--- config.mk ---
export PLATFORM = sky130hd
export DESIGN_NAME = binary_angle_atan2_top_flat
export DESIGN_NICKNAME = d
export VERILOG_FILES = /design/src/rtl/bat_pkg.sv /design/src/rtl/bat_in_if.sv /design/src/rtl/bat_out_if.sv /design/src/rtl/bat_div.sv /design/src/rtl/bat_search.sv /design/src/rtl/binary_angle_atan2_top.sv /design/src/flat_wrapper.sv
export VERILOG_INCLUDE_DIRS = /design/src /design/src/rtl
export SDC_FILE = /design/constraint.sdc
export NUM_CORES = 1
export LEC_CHECK = 0
export ABC_AREA = 1
export BUFFER_PORTS_ARGS = -buffer_cell sky130_fd_sc_hd__clkbuf_2
export CAP_MARGIN = 30
export CORE_AREA = 4 4 133 135
export DETAILED_ROUTE_END_ITERATION = 12
export DIE_AREA = 0 0 137 139
export PLACE_DENSITY = 0.75
export SYNTH_ARGS = -nofsm -noshare
export SYNTH_HDL_FRONTEND = slang
export SYNTH_HIERARCHICAL = 1
export SYNTH_SLANG_ARGS = --single-unit
--- constraint.sdc ---
create_clock -name clk -period 3.8 [get_ports clk]
set_input_delay 0.76 -clock clk [delete_from_list [all_inputs] [get_ports clk]]
set_output_delay 0.76 -clock clk [all_outputs]
set_load 0.03 [all_outputs]
--- src/rtl/binary_angle_atan2_top_defines.svh ---
// Assertion macros for the binary angle arctangent block.
`ifndef BINARY_ANGLE_ATAN2_TOP_DEFINES_SVH
`define BINARY_ANGLE_ATAN2_TOP_DEFINES_SVH

// Same-cycle implication, checked on clk outside reset.
`define BAT_ASSERT_IMP(lbl, ante, cons) \
	lbl: assert property (@(posedge clk) disable iff (!arst_n) (ante) |-> (cons)) \
		else $error("same-cycle implication violated");

// Next-cycle implication, checked on clk outside reset.
`define BAT_ASSERT_NXT(lbl, ante, cons) \
	lbl: assert property (@(posedge clk) disable iff (!arst_n) (ante) |=> (cons)) \
		else $error("next-cycle implication violated");

`endif

--- src/rtl/bat_pkg.sv ---
// Types, constants and the tangent table of the binary angle arctangent block.
package bat_pkg;

	localparam int COORD_W = 19;
	localparam int MAG_W   = 18;
	localparam int ANGLE_W = 8;
	localparam int TAB_LEN = 33;
	localparam int IDX_W   = 6;
	localparam int TAB_W   = 14;
	localparam int TAB_FRAC = 13;

	localparam logic [MAG_W-1:0]   MAG_MAX   = 18'd262143;
	localparam logic [COORD_W-1:0] COORD_MIN = 19'h40000;
	localparam logic [IDX_W-1:0]   TAB_LAST  = 6'd32;
	localparam logic [TAB_W-1:0]   TAN_ONE   = 14'd8192;

	// Axis directions of the negated vector.
	localparam logic [ANGLE_W-1:0] ANG_E = 8'd0;
	localparam logic [ANGLE_W-1:0] ANG_N = 8'd64;
	localparam logic [ANGLE_W-1:0] ANG_W = 8'd128;
	localparam logic [ANGLE_W-1:0] ANG_S = 8'd192;

	// floor(tan(k*2pi/256) * 2^13), last entry exactly one.
	localparam logic [TAB_W-1:0] TAN_Q13 [TAB_LEN] = '{
		14'd0,    14'd201,  14'd402,  14'd604,  14'd806,  14'd1010, 14'd1215,
		14'd1421, 14'd1629, 14'd1839, 14'd2051, 14'd2267, 14'd2485, 14'd2706,
		14'd2931, 14'd3160, 14'd3393, 14'd3631, 14'd3874, 14'd4123, 14'd4378,
		14'd4640, 14'd4910, 14'd5187, 14'd5473, 14'd5769, 14'd6075, 14'd6393,
		14'd6723, 14'd7066, 14'd7424, 14'd7799, 14'd8192
	};

	// Status of an iterative unit toward the sequencer.
	typedef struct packed {
		logic busy;
		logic done;
	} unit_stat_t;

	function automatic logic [TAB_W-1:0] tan_q13(input logic [IDX_W-1:0] idx);
		logic [TAB_W-1:0] v;
		v = TAN_ONE;
		if (idx <= TAB_LAST) begin
			v = TAN_Q13[idx];
		end
		return v;
	endfunction

endpackage

--- src/rtl/bat_in_if.sv ---
// Input channel of the binary angle arctangent block.
interface bat_in_if
	import bat_pkg::*;
();
	logic                      valid;
	logic                      ready;
	logic signed [COORD_W-1:0] x_pos;
	logic signed [COORD_W-1:0] y_pos;
	logic        [ANGLE_W-1:0] zero_angle;

	modport source (output valid, output x_pos, output y_pos, output zero_angle,
		input ready);
	modport sink (input valid, input x_pos, input y_pos, input zero_angle,
		output ready);
endinterface

--- src/rtl/bat_out_if.sv ---
// Result channel of the binary angle arctangent block.
interface bat_out_if
	import bat_pkg::*;
();
	logic               valid;
	logic               ready;
	logic [ANGLE_W-1:0] angle;

	modport source (output valid, output angle, input ready);
	modport sink (input valid, input angle, output ready);
endinterface

--- src/rtl/bat_div.sv ---
// Restoring divider, one quotient bit per cycle: q = (mag_lo << (QW-1)) / mag_hi.
module bat_div
	import bat_pkg::*;
#(
	parameter int QW = 14
) (
	input  logic             clk,
	input  logic             arst_n,
	input  logic             start,
	input  logic [MAG_W-1:0] mag_lo,
	input  logic [MAG_W-1:0] mag_hi,
	output logic [QW-1:0]    q,
	output unit_stat_t       stat
);
	localparam int CW = $clog2(QW + 1);

	logic [MAG_W-1:0] rem_q;
	logic [MAG_W-1:0] large_q;
	logic [QW-1:0]    quo_q;
	logic [CW-1:0]    cnt_q;
	logic             first_q;
	logic             busy_q;
	logic             done_q;

	logic [MAG_W:0] trial;
	logic [MAG_W:0] diff;
	logic           ge;

	// First step compares the remainder itself, later steps its double.
	assign trial = first_q ? {1'b0, rem_q} : {rem_q, 1'b0};
	assign ge    = trial >= {1'b0, large_q};
	assign diff  = trial - {1'b0, large_q};

	always_ff @(posedge clk or negedge arst_n) begin
		if (!arst_n) begin
			busy_q  <= 1'b0;
			done_q  <= 1'b0;
			cnt_q   <= '0;
			first_q <= 1'b0;
		end else begin
			done_q <= !start && busy_q && (cnt_q == CW'(1));
			if (start) begin
				busy_q  <= 1'b1;
				cnt_q   <= CW'(QW);
				first_q <= 1'b1;
			end else if (busy_q) begin
				first_q <= 1'b0;
				cnt_q   <= cnt_q - 1'b1;
				if (cnt_q == CW'(1)) begin
					busy_q <= 1'b0;
				end
			end
		end
	end

	always_ff @(posedge clk) begin
		if (start) begin
			rem_q   <= mag_lo;
			large_q <= mag_hi;
			quo_q   <= '0;
		end else if (busy_q) begin
			rem_q <= ge ? diff[MAG_W-1:0] : trial[MAG_W-1:0];
			quo_q <= {quo_q[QW-2:0], ge};
		end
	end

	assign q         = quo_q;
	assign stat.busy = busy_q;
	assign stat.done = done_q;
endmodule

--- src/rtl/bat_search.sv ---
// Linear tangent table search, one entry compared per cycle.
module bat_search
	import bat_pkg::*;
#(
	parameter int FRAC_BITS = 13
) (
	input  logic              clk,
	input  logic              arst_n,
	input  logic              start,
	input  logic [FRAC_BITS:0] q,
	output logic [IDX_W-1:0]  k,
	output unit_stat_t        stat
);
	localparam int SHIFT = TAB_FRAC - FRAC_BITS;

	logic [FRAC_BITS:0] q_q;
	logic [IDX_W-1:0]   k_q;
	logic               busy_q;
	logic               done_q;

	logic [TAB_W-1:0] entry;
	logic [TAB_W-1:0] q_ext;
	logic             advance;

	assign entry   = tan_q13(k_q) >> SHIFT;
	assign q_ext   = TAB_W'(q_q);
	assign advance = (k_q < TAB_LAST) && (q_ext > entry);

	always_ff @(posedge clk or negedge arst_n) begin
		if (!arst_n) begin
			busy_q <= 1'b0;
			done_q <= 1'b0;
			k_q    <= '0;
		end else begin
			done_q <= !start && busy_q && !advance;
			if (start) begin
				busy_q <= 1'b1;
				k_q    <= '0;
			end else if (busy_q) begin
				if (advance) begin
					k_q <= k_q + 1'b1;
				end else begin
					busy_q <= 1'b0;
				end
			end
		end
	end

	always_ff @(posedge clk) begin
		if (start) begin
			q_q <= q;
		end
	end

	assign k         = k_q;
	assign stat.busy = busy_q;
	assign stat.done = done_q;
endmodule

--- src/rtl/binary_angle_atan2_top.sv ---
// Top level of the binary angle arctangent block: sequencer, octant fold, result register.
//
// Usage: the input channel carries a signed (x_pos, y_pos) pair and a fallback
// angle; the result channel returns the direction of (-x_pos, -y_pos) as an
// 8-bit binary angle, 256 steps per turn. Both channels use valid/ready; an
// item moves on a clock edge with both high.
// Timing: the block takes one item at a time. An item on an axis or at the
// origin is resolved in the accept cycle and passes through the done state
// into the output register. Any other item runs a restoring divide of
// TAN_FRACTION_BITS+1 quotient bits, one quotient bit per cycle, then a linear
// tangent table search over at most 33 entries, one entry per cycle, before
// the done state. The input is ready again once the result has moved into the
// output register.
// Stall: a result waits in the output register while the receiver holds
// ready low; a next item may be accepted and worked on meanwhile, and its
// result waits in the sequencer until the output register frees up.
// Reset: arst_n clears the sequencer and the output valid; no clearing pass.
`include "binary_angle_atan2_top_defines.svh"

module binary_angle_atan2_top
	import bat_pkg::*;
#(
	parameter int TAN_FRACTION_BITS = 13
) (
	input  logic             clk,
	input  logic             arst_n,
	bat_in_if.sink           in_ch,
	bat_out_if.source        out_ch
);
	localparam int QW = TAN_FRACTION_BITS + 1;

	typedef enum logic [3:0] {
		S_IDLE = 4'b0001,
		S_DIV  = 4'b0010,
		S_SRCH = 4'b0100,
		S_DONE = 4'b1000
	} state_t;

	state_t state_q;

	logic [ANGLE_W-1:0] base_q;
	logic               sub_q;
	logic [ANGLE_W-1:0] res_q;
	logic               out_valid_q;
	logic [ANGLE_W-1:0] angle_q;

	logic               acc;
	logic [MAG_W-1:0]   ax;
	logic [MAG_W-1:0]   ay;
	logic               xp;
	logic               yp;
	logic               gt;
	logic               special;
	logic [ANGLE_W-1:0] special_ang;
	logic [ANGLE_W-1:0] base_d;
	logic               sub_d;
	logic [MAG_W-1:0]   mag_lo;
	logic [MAG_W-1:0]   mag_hi;
	logic               out_free;

	logic [QW-1:0]    quo;
	logic [IDX_W-1:0] k;
	unit_stat_t       div_stat;
	unit_stat_t       srch_stat;

	assign in_ch.ready = (state_q == S_IDLE);
	assign acc         = in_ch.valid && in_ch.ready;
	assign out_free    = !out_valid_q || out_ch.ready;

	// Magnitudes with the most negative code saturated.
	always_comb begin
		ax = in_ch.x_pos[COORD_W-1]
			? ((in_ch.x_pos == COORD_MIN) ? MAG_MAX : MAG_W'(-in_ch.x_pos))
			: MAG_W'(in_ch.x_pos);
		ay = in_ch.y_pos[COORD_W-1]
			? ((in_ch.y_pos == COORD_MIN) ? MAG_MAX : MAG_W'(-in_ch.y_pos))
			: MAG_W'(in_ch.y_pos);
	end

	// Negated vector: X > 0 where x_pos < 0, likewise for Y.
	assign xp = in_ch.x_pos[COORD_W-1];
	assign yp = in_ch.y_pos[COORD_W-1];
	assign gt = ax > ay;

	assign mag_lo = gt ? ay : ax;
	assign mag_hi = gt ? ax : ay;

	// Origin and axes bypass the divider.
	always_comb begin
		special     = 1'b1;
		special_ang = in_ch.zero_angle;
		priority if (ax == '0 && ay == '0) begin
			special_ang = in_ch.zero_angle;
		end else if (ax == '0) begin
			special_ang = yp ? ANG_N : ANG_S;
		end else if (ay == '0) begin
			special_ang = xp ? ANG_E : ANG_W;
		end else begin
			special = 1'b0;
		end
	end

	// Octant fold: base angle and whether the search index counts back.
	always_comb begin
		unique case ({xp, yp})
			2'b11: begin
				base_d = gt ? ANG_E : ANG_N;
				sub_d  = !gt;
			end
			2'b01: begin
				base_d = gt ? ANG_W : ANG_N;
				sub_d  = gt;
			end
			2'b00: begin
				base_d = gt ? ANG_W : ANG_S;
				sub_d  = !gt;
			end
			default: begin
				base_d = gt ? ANG_E : ANG_S;
				sub_d  = gt;
			end
		endcase
	end

	bat_div #(
		.QW(QW)
	) u_div (
		.clk   (clk),
		.arst_n(arst_n),
		.start (acc && !special),
		.mag_lo(mag_lo),
		.mag_hi(mag_hi),
		.q     (quo),
		.stat  (div_stat)
	);

	bat_search #(
		.FRAC_BITS(TAN_FRACTION_BITS)
	) u_search (
		.clk   (clk),
		.arst_n(arst_n),
		.start (div_stat.done),
		.q     (quo),
		.k     (k),
		.stat  (srch_stat)
	);

	// Sequencer and output register.
	always_ff @(posedge clk or negedge arst_n) begin
		if (!arst_n) begin
			state_q     <= S_IDLE;
			out_valid_q <= 1'b0;
		end else begin
			// Load a finished result, else drop the one the receiver took.
			if (state_q == S_DONE && out_free) begin
				out_valid_q <= 1'b1;
			end else if (out_valid_q && out_ch.ready) begin
				out_valid_q <= 1'b0;
			end
			unique case (state_q)
				S_IDLE: begin
					if (acc) begin
						state_q <= special ? S_DONE : S_DIV;
					end
				end
				S_DIV: begin
					if (div_stat.done) begin
						state_q <= S_SRCH;
					end
				end
				S_SRCH: begin
					if (srch_stat.done) begin
						state_q <= S_DONE;
					end
				end
				S_DONE: begin
					if (out_free) begin
						state_q <= S_IDLE;
					end
				end
				default: begin
					state_q <= S_IDLE;
				end
			endcase
		end
	end

	always_ff @(posedge clk) begin
		if (acc) begin
			base_q <= base_d;
			sub_q  <= sub_d;
			res_q  <= special_ang;
		end else if (srch_stat.done) begin
			res_q <= sub_q ? (base_q - ANGLE_W'(k)) : (base_q + ANGLE_W'(k));
		end
		if (state_q == S_DONE && out_free) begin
			angle_q <= res_q;
		end
	end

	assign out_ch.valid = out_valid_q;
	assign out_ch.angle = angle_q;

	// Divider finishes only while the sequencer waits on it.
	`BAT_ASSERT_IMP(a_div_done_in_div, div_stat.done, state_q == S_DIV)
	// Search finishes only while the sequencer waits on it.
	`BAT_ASSERT_IMP(a_srch_done_in_srch, srch_stat.done, state_q == S_SRCH)
	// A general item leaves the divider busy and the sequencer in S_DIV on the next cycle.
	`BAT_ASSERT_NXT(a_acc_starts_div, acc && !special, div_stat.busy && state_q == S_DIV)
	// A new result is loaded only from the done state.
	`BAT_ASSERT_IMP(a_load_from_done, $rose(out_valid_q), $past(state_q == S_DONE))
	// Search index never runs past the last table entry.
	`BAT_ASSERT_IMP(a_k_in_table, srch_stat.busy, k <= TAB_LAST)
endmodule

--- src/flat_wrapper.sv ---
// flat-port wrapper written by rule: the top's interface ports become plain ports
module binary_angle_atan2_top_flat import bat_pkg::*;
#(
	parameter int TAN_FRACTION_BITS = 13
)
  (clk, arst_n, in_ch_valid, in_ch_x_pos, in_ch_y_pos, in_ch_zero_angle, in_ch_ready, out_ch_valid, out_ch_angle, out_ch_ready);
  bat_in_if in_ch_i ();
  bat_out_if out_ch_i ();
  input  logic clk;
  input  logic arst_n;
  input wire logic [$bits(in_ch_i.valid)-1:0] in_ch_valid;
  input wire logic [$bits(in_ch_i.x_pos)-1:0] in_ch_x_pos;
  input wire logic [$bits(in_ch_i.y_pos)-1:0] in_ch_y_pos;
  input wire logic [$bits(in_ch_i.zero_angle)-1:0] in_ch_zero_angle;
  output wire logic [$bits(in_ch_i.ready)-1:0] in_ch_ready;
  output wire logic [$bits(out_ch_i.valid)-1:0] out_ch_valid;
  output wire logic [$bits(out_ch_i.angle)-1:0] out_ch_angle;
  input wire logic [$bits(out_ch_i.ready)-1:0] out_ch_ready;
  assign in_ch_i.valid = in_ch_valid;
  assign in_ch_i.x_pos = in_ch_x_pos;
  assign in_ch_i.y_pos = in_ch_y_pos;
  assign in_ch_i.zero_angle = in_ch_zero_angle;
  assign in_ch_ready = in_ch_i.ready;
  assign out_ch_valid = out_ch_i.valid;
  assign out_ch_angle = out_ch_i.angle;
  assign out_ch_i.ready = out_ch_ready;
  binary_angle_atan2_top #(.TAN_FRACTION_BITS(TAN_FRACTION_BITS)) u_core (.clk(clk), .arst_n(arst_n), .in_ch(in_ch_i), .out_ch(out_ch_i));
endmodule
==> results.yml, run 1 <==
min_path:
  worstHoldPathType: "in2async"
logic_synthesis:
  ys_warn_count: 6
  syn_area_sq_um: 9310
  synth.avg_cell_area_sq_um: 6.71
  synth_nets: 1504
  syn_inst: 1386
power:
  p_leak_nw: 5.24
  switching_share_pct: 48.7
  p_int_mw: 4.04
  p_per_area_nw_per_um2: 762
  combPwrFrac_pct: 63.0
  p_clk_share_pct: 12.0
  finalPower_mw: 7.87
  switching_power_mw: 3.83
  seq_power_share_pct: 25.0
  ir_worst_vdd_mv: 0.385
timing:
  max_slew_margin_pct: 41.5
  tightest_slew_ps: 877
  min_period_ps: 3430
  holdWs_ps: 353
  finalMaxSlewViolations: 0
  skew_ps: 16.6
  setup_ws_ps: 373
  setup_viol: 0
  period_share_pct: 90.2
  rsz0062_at_grt: "true"
  hold_viol_final: 0
  fmax_mhz: 292
setup_path:
  cp_max_fo: 33
  worstPathCellList: "clkbuf_2, inv_1, ha_1, nand2_2, nor2_4, nand4_4, inv_1, or2_2, ha_1, inv_1, o21bai_1, a21oi_1, nor2_1, o21ai_0, nand2_1, nand2_1, nand2_1, nand2_1, nand2_1, nand2_1, buf_4, o21ai_0, nand2_1, nand2_1"
  reg2regPathDepth: 16
  crit_start: "in_ch_x_pos[0]"
  arrival_ps: 3530
  timing.rr.start: "u_core/u_search/k[0]$_DFFE_PN0P_"
  worst-r2r-setup-slack_ps: 770
  cp_slowest_cell: "or2_2"
  cpPeakStageDelay_ps: 320
  cp-end-kind: "flop"
  start_kind: "input port"
  crit_type: "in2reg"
  crit_path_frequent_cell: "nand2_1"
  r2r-end: "u_core/u_search/done_q$_DFF_PN0_"
  cp.required_ps: 3900
final_layout:
  nNetsFinal: 1579
  fin_area_sq_um: 10300
  fill_cells: 1563
  drive_gt1_share_pct: 14.1
  area_growth_pct: 11.0
  n_antenna_cell: 0
route:
  drc_errors: 0
  drt_iter0_drc: 789
  first_pass_iters: 5
  routed_wl_mm: 22.1
  vias_per_cell: 5.26
  dr_total_vias: 8865
  detail_route.wl_per_cell_microns: 13.1
  detail-route-antenna-nets: 0
placement:
  place_hpwl_mm: 18.1
  place_congestion: 0.936
  pre_cts_ws_ps: 49.4
  place_area_sq_um: 10000
  port_buffers: 59
clocking:
  cts_root_buffer: "clkbuf_16"
  clock_sinks: 103
  hold_buffers: 0
  clock_latency_ps: 360
  cts_tree: "done"
  cts_resized: 0
  cts_setup_buffers: 0
  cts_buffer_depth: 2
  clk_pin_slew_ps: 80
  cts_max_level: 3
  cts_buffers: 9
grt:
  grt_max_degree: 34
  gr-total-overflow: 0
  grt_pass1_wl_mm: 37.7
  grt_pass1_vias: 8209
  antenna_found_initial: 0
  grtUsageTotal_pct: 23.8
floorplan:
  initial_core_util_pct: 56.5
  rows: 47
  die-area_sq_um: 19000
  die_y_microns: 139
  coreArea_sq_um: 16500
  boundaryPins: 60
  die_width_microns: 137
job:
  cap_violations: 0
run_status:
  outcome: "finished, final reports clean"
## cells in the final DEF, fill, tap and decap left out, types with 6 or more instances in the layout
master     count
o21ai_1       13
nor3_1        12
xor2_1        10
nand3_1      127
buf_4         43
nor2_1       119
nor2_2        15
nand2_2       11
clkbuf_2      59
ha_1          67
xnor2_1       10
edfxtp_1      69
o22ai_1       16
or2_2         17
nand2_1      407
nand4_1        6
dfrtp_1       19
clkbuf_16      9
a21oi_1       40
inv_1        201
inv_2         17
dfxtp_1       14
o21ai_0       92
## power groups by stage
stage               sequential (mW)  clock (mW)  combinational (mW)
global placement               1.98           0                4.82
floorplan                      1.93           0                3.84
global route                   2.02        1.01                5.69
finish                         1.97       0.942                4.96
detailed placement             1.99           0                4.89
CTS                            1.97       0.964                4.92
## worst max-delay path, delay by kind of cell
family / cells / cell delay [ps]
simple gates: 13 / 1150
compound gates: 4 / 470
buf+inv: 5 / 580
fa+ha+maj: 2 / 540
## per-stage QoR
stage          TNS (ps)  std cells  utilization [%]
3_5_place_dp          0       1670             60.8
6_report              0       1686             62.7
3_3_place_gp          0       1670             60.8
2_1_floorplan         0       1386                -
5_1_grt           -6.09       1686             62.7
4_1_cts               0       1686             62.7
## final cells by class
type / count / area, sq um / share of cell area (%)
multi-input cells: 1022 / 5410 / 52.3
flip-flops and latches: 103 / 2850 / 27.6
clock buffers: 9 / 225 / 2.18
well taps: 220 / 275 / 2.67
repair buffers: 103 / 638 / 6.18
inverters: 222 / 833 / 8.07
clock inverters: 7 / 96.3 / 0.933
## sequential cells by signal, indices dropped and copies added (netlist names)
signal and cells:
u_core/state_q 4, u_core/u_div/rem_q 18, u_core/u_search/k 6, u_core/res_q 8
u_core/u_div/busy_q 1, u_core/sub_q 1, u_core/u_search/q_ext 14, u_core/u_div/q 14
u_core/u_div/first_q 1, u_core/u_search/busy_q 1, u_core/u_div/cnt_q 4, u_core/u_div/done_q 1
u_core/u_search/done_q 1, u_core/u_div/large_q 18, u_core/base_q 2, u_core/out_ch.angle 8
u_core/out_ch.valid 1
## worst max-delay path by stage
stage / end / slack, ps / cells after the start
2_1_floorplan: u_core/u_div/rem_q[2]$_DFFE_PP_ / 100 / 25
3_5_place_dp: u_core/u_div/large_q[15]$_DFFE_PP_ / 50 / 24
3_3_place_gp: u_core/u_div/rem_q[3]$_DFFE_PP_ / 30 / 23
6_report: u_core/u_div/rem_q[3]$_DFFE_PP_ / 370 / 24
4_1_cts: u_core/u_div/large_q[15]$_DFFE_PP_ / 430 / 24
5_1_grt: u_core/u_div/rem_q[2]$_DFFE_PP_ / -6 / 24
## layer usage
metal | global-route usage [%] | routed length (microns) | up-vias
li1 | - | - | 4631
met5 | 0 | 0 | -
met2 | 36.5 | 9860 | 251
met3 | 3.30 | 1190 | 20
met1 | 35.4 | 10700 | 3963
met4 | 5.88 | 320 | 0
Note: power is estimated with default switching activity, not from simulation.
==> run 2, diff against run 1 <==
Settings changed: BUFFER_PORTS_ARGS -buffer_cell sky130_fd_sc_hd__clkbuf_2 to not set, CORE_AREA 4 4 133 135 to 4 4 131 133, DIE_AREA 0 0 137 139 to 0 0 135 137, DONT_BUFFER_PORTS set to 1, PLACE_DENSITY 0.75 to 0.74.
==> results.yml, run 2 (synthesis gave the netlist of run 1 again) <==
clocking:
  cts_max_level: 3
  clk_pin_slew_ps: 90
  cts_buffers: 9
  cts_setup_buffers: 0
  cts_root_buffer: "clkbuf_16"
  cts_tree: "done"
  hold_buffers: 0
  cts_resized: 0
  clock_sinks: 103
  cts_buffer_depth: 2
  clock_latency_ps: 350
min_path:
  worstHoldPathType: "in2async"
timing:
  setup_viol: 0
  finalMaxSlewViolations: 0
  fmax_mhz: 297
  period_share_pct: 88.7
  max_slew_margin_pct: 45.6
  skew_ps: 15.7
  hold_viol_final: 0
  tightest_slew_ps: 816
  setup_ws_ps: 429
  min_period_ps: 3370
  setup_tns_ps: 0
  rsz0062_at_grt: "false"
grt:
  grt_pass1_wl_mm: 37.1
  grt_pass1_vias: 7906
  grtUsageTotal_pct: 24.5
  grt_max_degree: 37
  antenna_found_initial: 0
  gr-total-overflow: 0
route:
  vias_per_cell: 5.35
  drt_iter0_drc: 735
  routed_wl_mm: 21.8
  first_pass_iters: 7
  detail_route.wl_per_cell_microns: 13.6
  drc_errors: 0
  dr_total_vias: 8569
  detail-route-antenna-nets: 0
power:
  ir_worst_vdd_mv: 0.363
  p_leak_nw: 4.89
  p_per_area_nw_per_um2: 796
setup_path:
  reg2regPathDepth: 17
  start_kind: "input port"
  cp_max_fo: 26
  cp-end-kind: "flop"
  crit_type: "in2reg"
  timing.rr.start: "u_core/u_search/k[0]$_DFFE_PN0P_"
  arrival_ps: 3470
  cp.required_ps: 3900
  worst-r2r-setup-slack_ps: 670
  r2r-end: "u_core/u_search/k[5]$_DFFE_PN0P_"
final_layout:
  final_cell_mix: "nand2_1 (407), inv_1 (201), nand3_1 (127)"
  layout_commonest_cell: "nand2_1"
  nNetsFinal: 1498
  top_regs: "u_core/u_div/large_q: 18 flops, u_core/u_div/rem_q: 18 flops"
  fin_area_sq_um: 9870
  drive_gt1_share_pct: 9.10
  area_growth_pct: 6.08
  fill_cells: 1441
  n_antenna_cell: 0
placement:
  place_hpwl_mm: 17.7
  place_congestion: 0.936
  place_area_sq_um: 9550
  pre_cts_ws_ps: 68.5
  port_buffers: 0
floorplan:
  initial_core_util_pct: 58.8
  die-area_sq_um: 18500
  boundaryPins: 60
  rows: 46
  coreArea_sq_um: 15800
  die_width_microns: 135
  die_y_microns: 137
run_status:
  outcome: "finished, final reports clean"
job:
  cap_violations: 0
[run 2: cell count changes in the layout (fill, tap and decap cells not counted)]
| cell | before | now |
|---|---|---|
| inv_12 | 0 | 1 |
| inv_8 | 2 | 0 |
| clkbuf_2 | 59 | 0 |
| buf_12 | 1 | 2 |
| inv_6 | 1 | 3 |
| buf_4 | 43 | 20 |
| clkinv_8 | 4 | 3 |
[run 2: worst max-delay path, cell delays in order]
cell	delay (ps)
inv_1	50
ha_1	230
nand2_1	140
nor2_4	70
nand4_4	120
clkinv_1	150
or2_2	300
inv_1	100
ha_1	240
inv_1	60
o21bai_1	60
a21oi_1	130
nor2_1	60
o21ai_0	140
nand2_1	70
nand2_1	60
nand2_1	40
nand2_1	60
nand2_1	50
nand2_1	90
buf_4	260
o21ai_0	120
nand2_1	60
nand2_1	60
[run 2: worst max path at each step]
stage	startpoint	endpoint	slack [ps]	cells after the start
floorplan	in_ch_x_pos[0]	u_core/u_div/rem_q[2]$_DFFE_PP_	100	25
global placement	in_ch_y_pos[0]	u_core/u_div/rem_q[14]$_DFFE_PP_	130	24
detailed placement	in_ch_y_pos[0]	u_core/u_div/rem_q[16]$_DFFE_PP_	70	24
CTS	in_ch_y_pos[0]	u_core/u_div/rem_q[16]$_DFFE_PP_	440	23
global route	in_ch_y_pos[0]	u_core/u_div/rem_q[10]$_DFFE_PP_	30	22
finish	in_ch_y_pos[0]	u_core/u_div/rem_q[16]$_DFFE_PP_	430	24
[run 2: per-layer routing]
| layer | track usage (%) | up-vias | part of all wire, % |
|---|---|---|---|
| li1 | - | 4467 | - |
| met1 | 35.3 | 3762 | 48 |
| met2 | 37.8 | 307 | 43 |
| met3 | 4.08 | 33 | 6.9 |
| met4 | 7.56 | 0 | 1.9 |
| met5 | 0 | - | 0 |
[run 2: metrics by stage]
step           util, %  hold WS (ps)  power (mW)  cells
4_1_cts           62.4          76.7        7.84   1601
6_report          62.4          88.2        7.86   1601
5_1_grt           62.4          67.5        8.72   1601
2_1_floorplan        -           400        5.77   1386
3_3_place_gp      60.4           401        6.78   1585
3_5_place_dp      60.4           405        6.86   1585
[run 2: cell type report]
type	count	area [sq um]	share of cell area [%]
Clock buffer	9	225	2.28
Clock inverter	7	91.3	0.925
Inverter	222	833	8.44
Multi-Input combinational cell	1022	5410	54.8
Sequential cell	103	2850	28.9
Tap cell	216	270	2.74
Timing Repair Buffer	22	190	1.93
[run 2: power by group]
part	internal [mW]	switching, mW
logic	1.76	3.18
clock network	0.477	0.461
registers	1.76	0.207
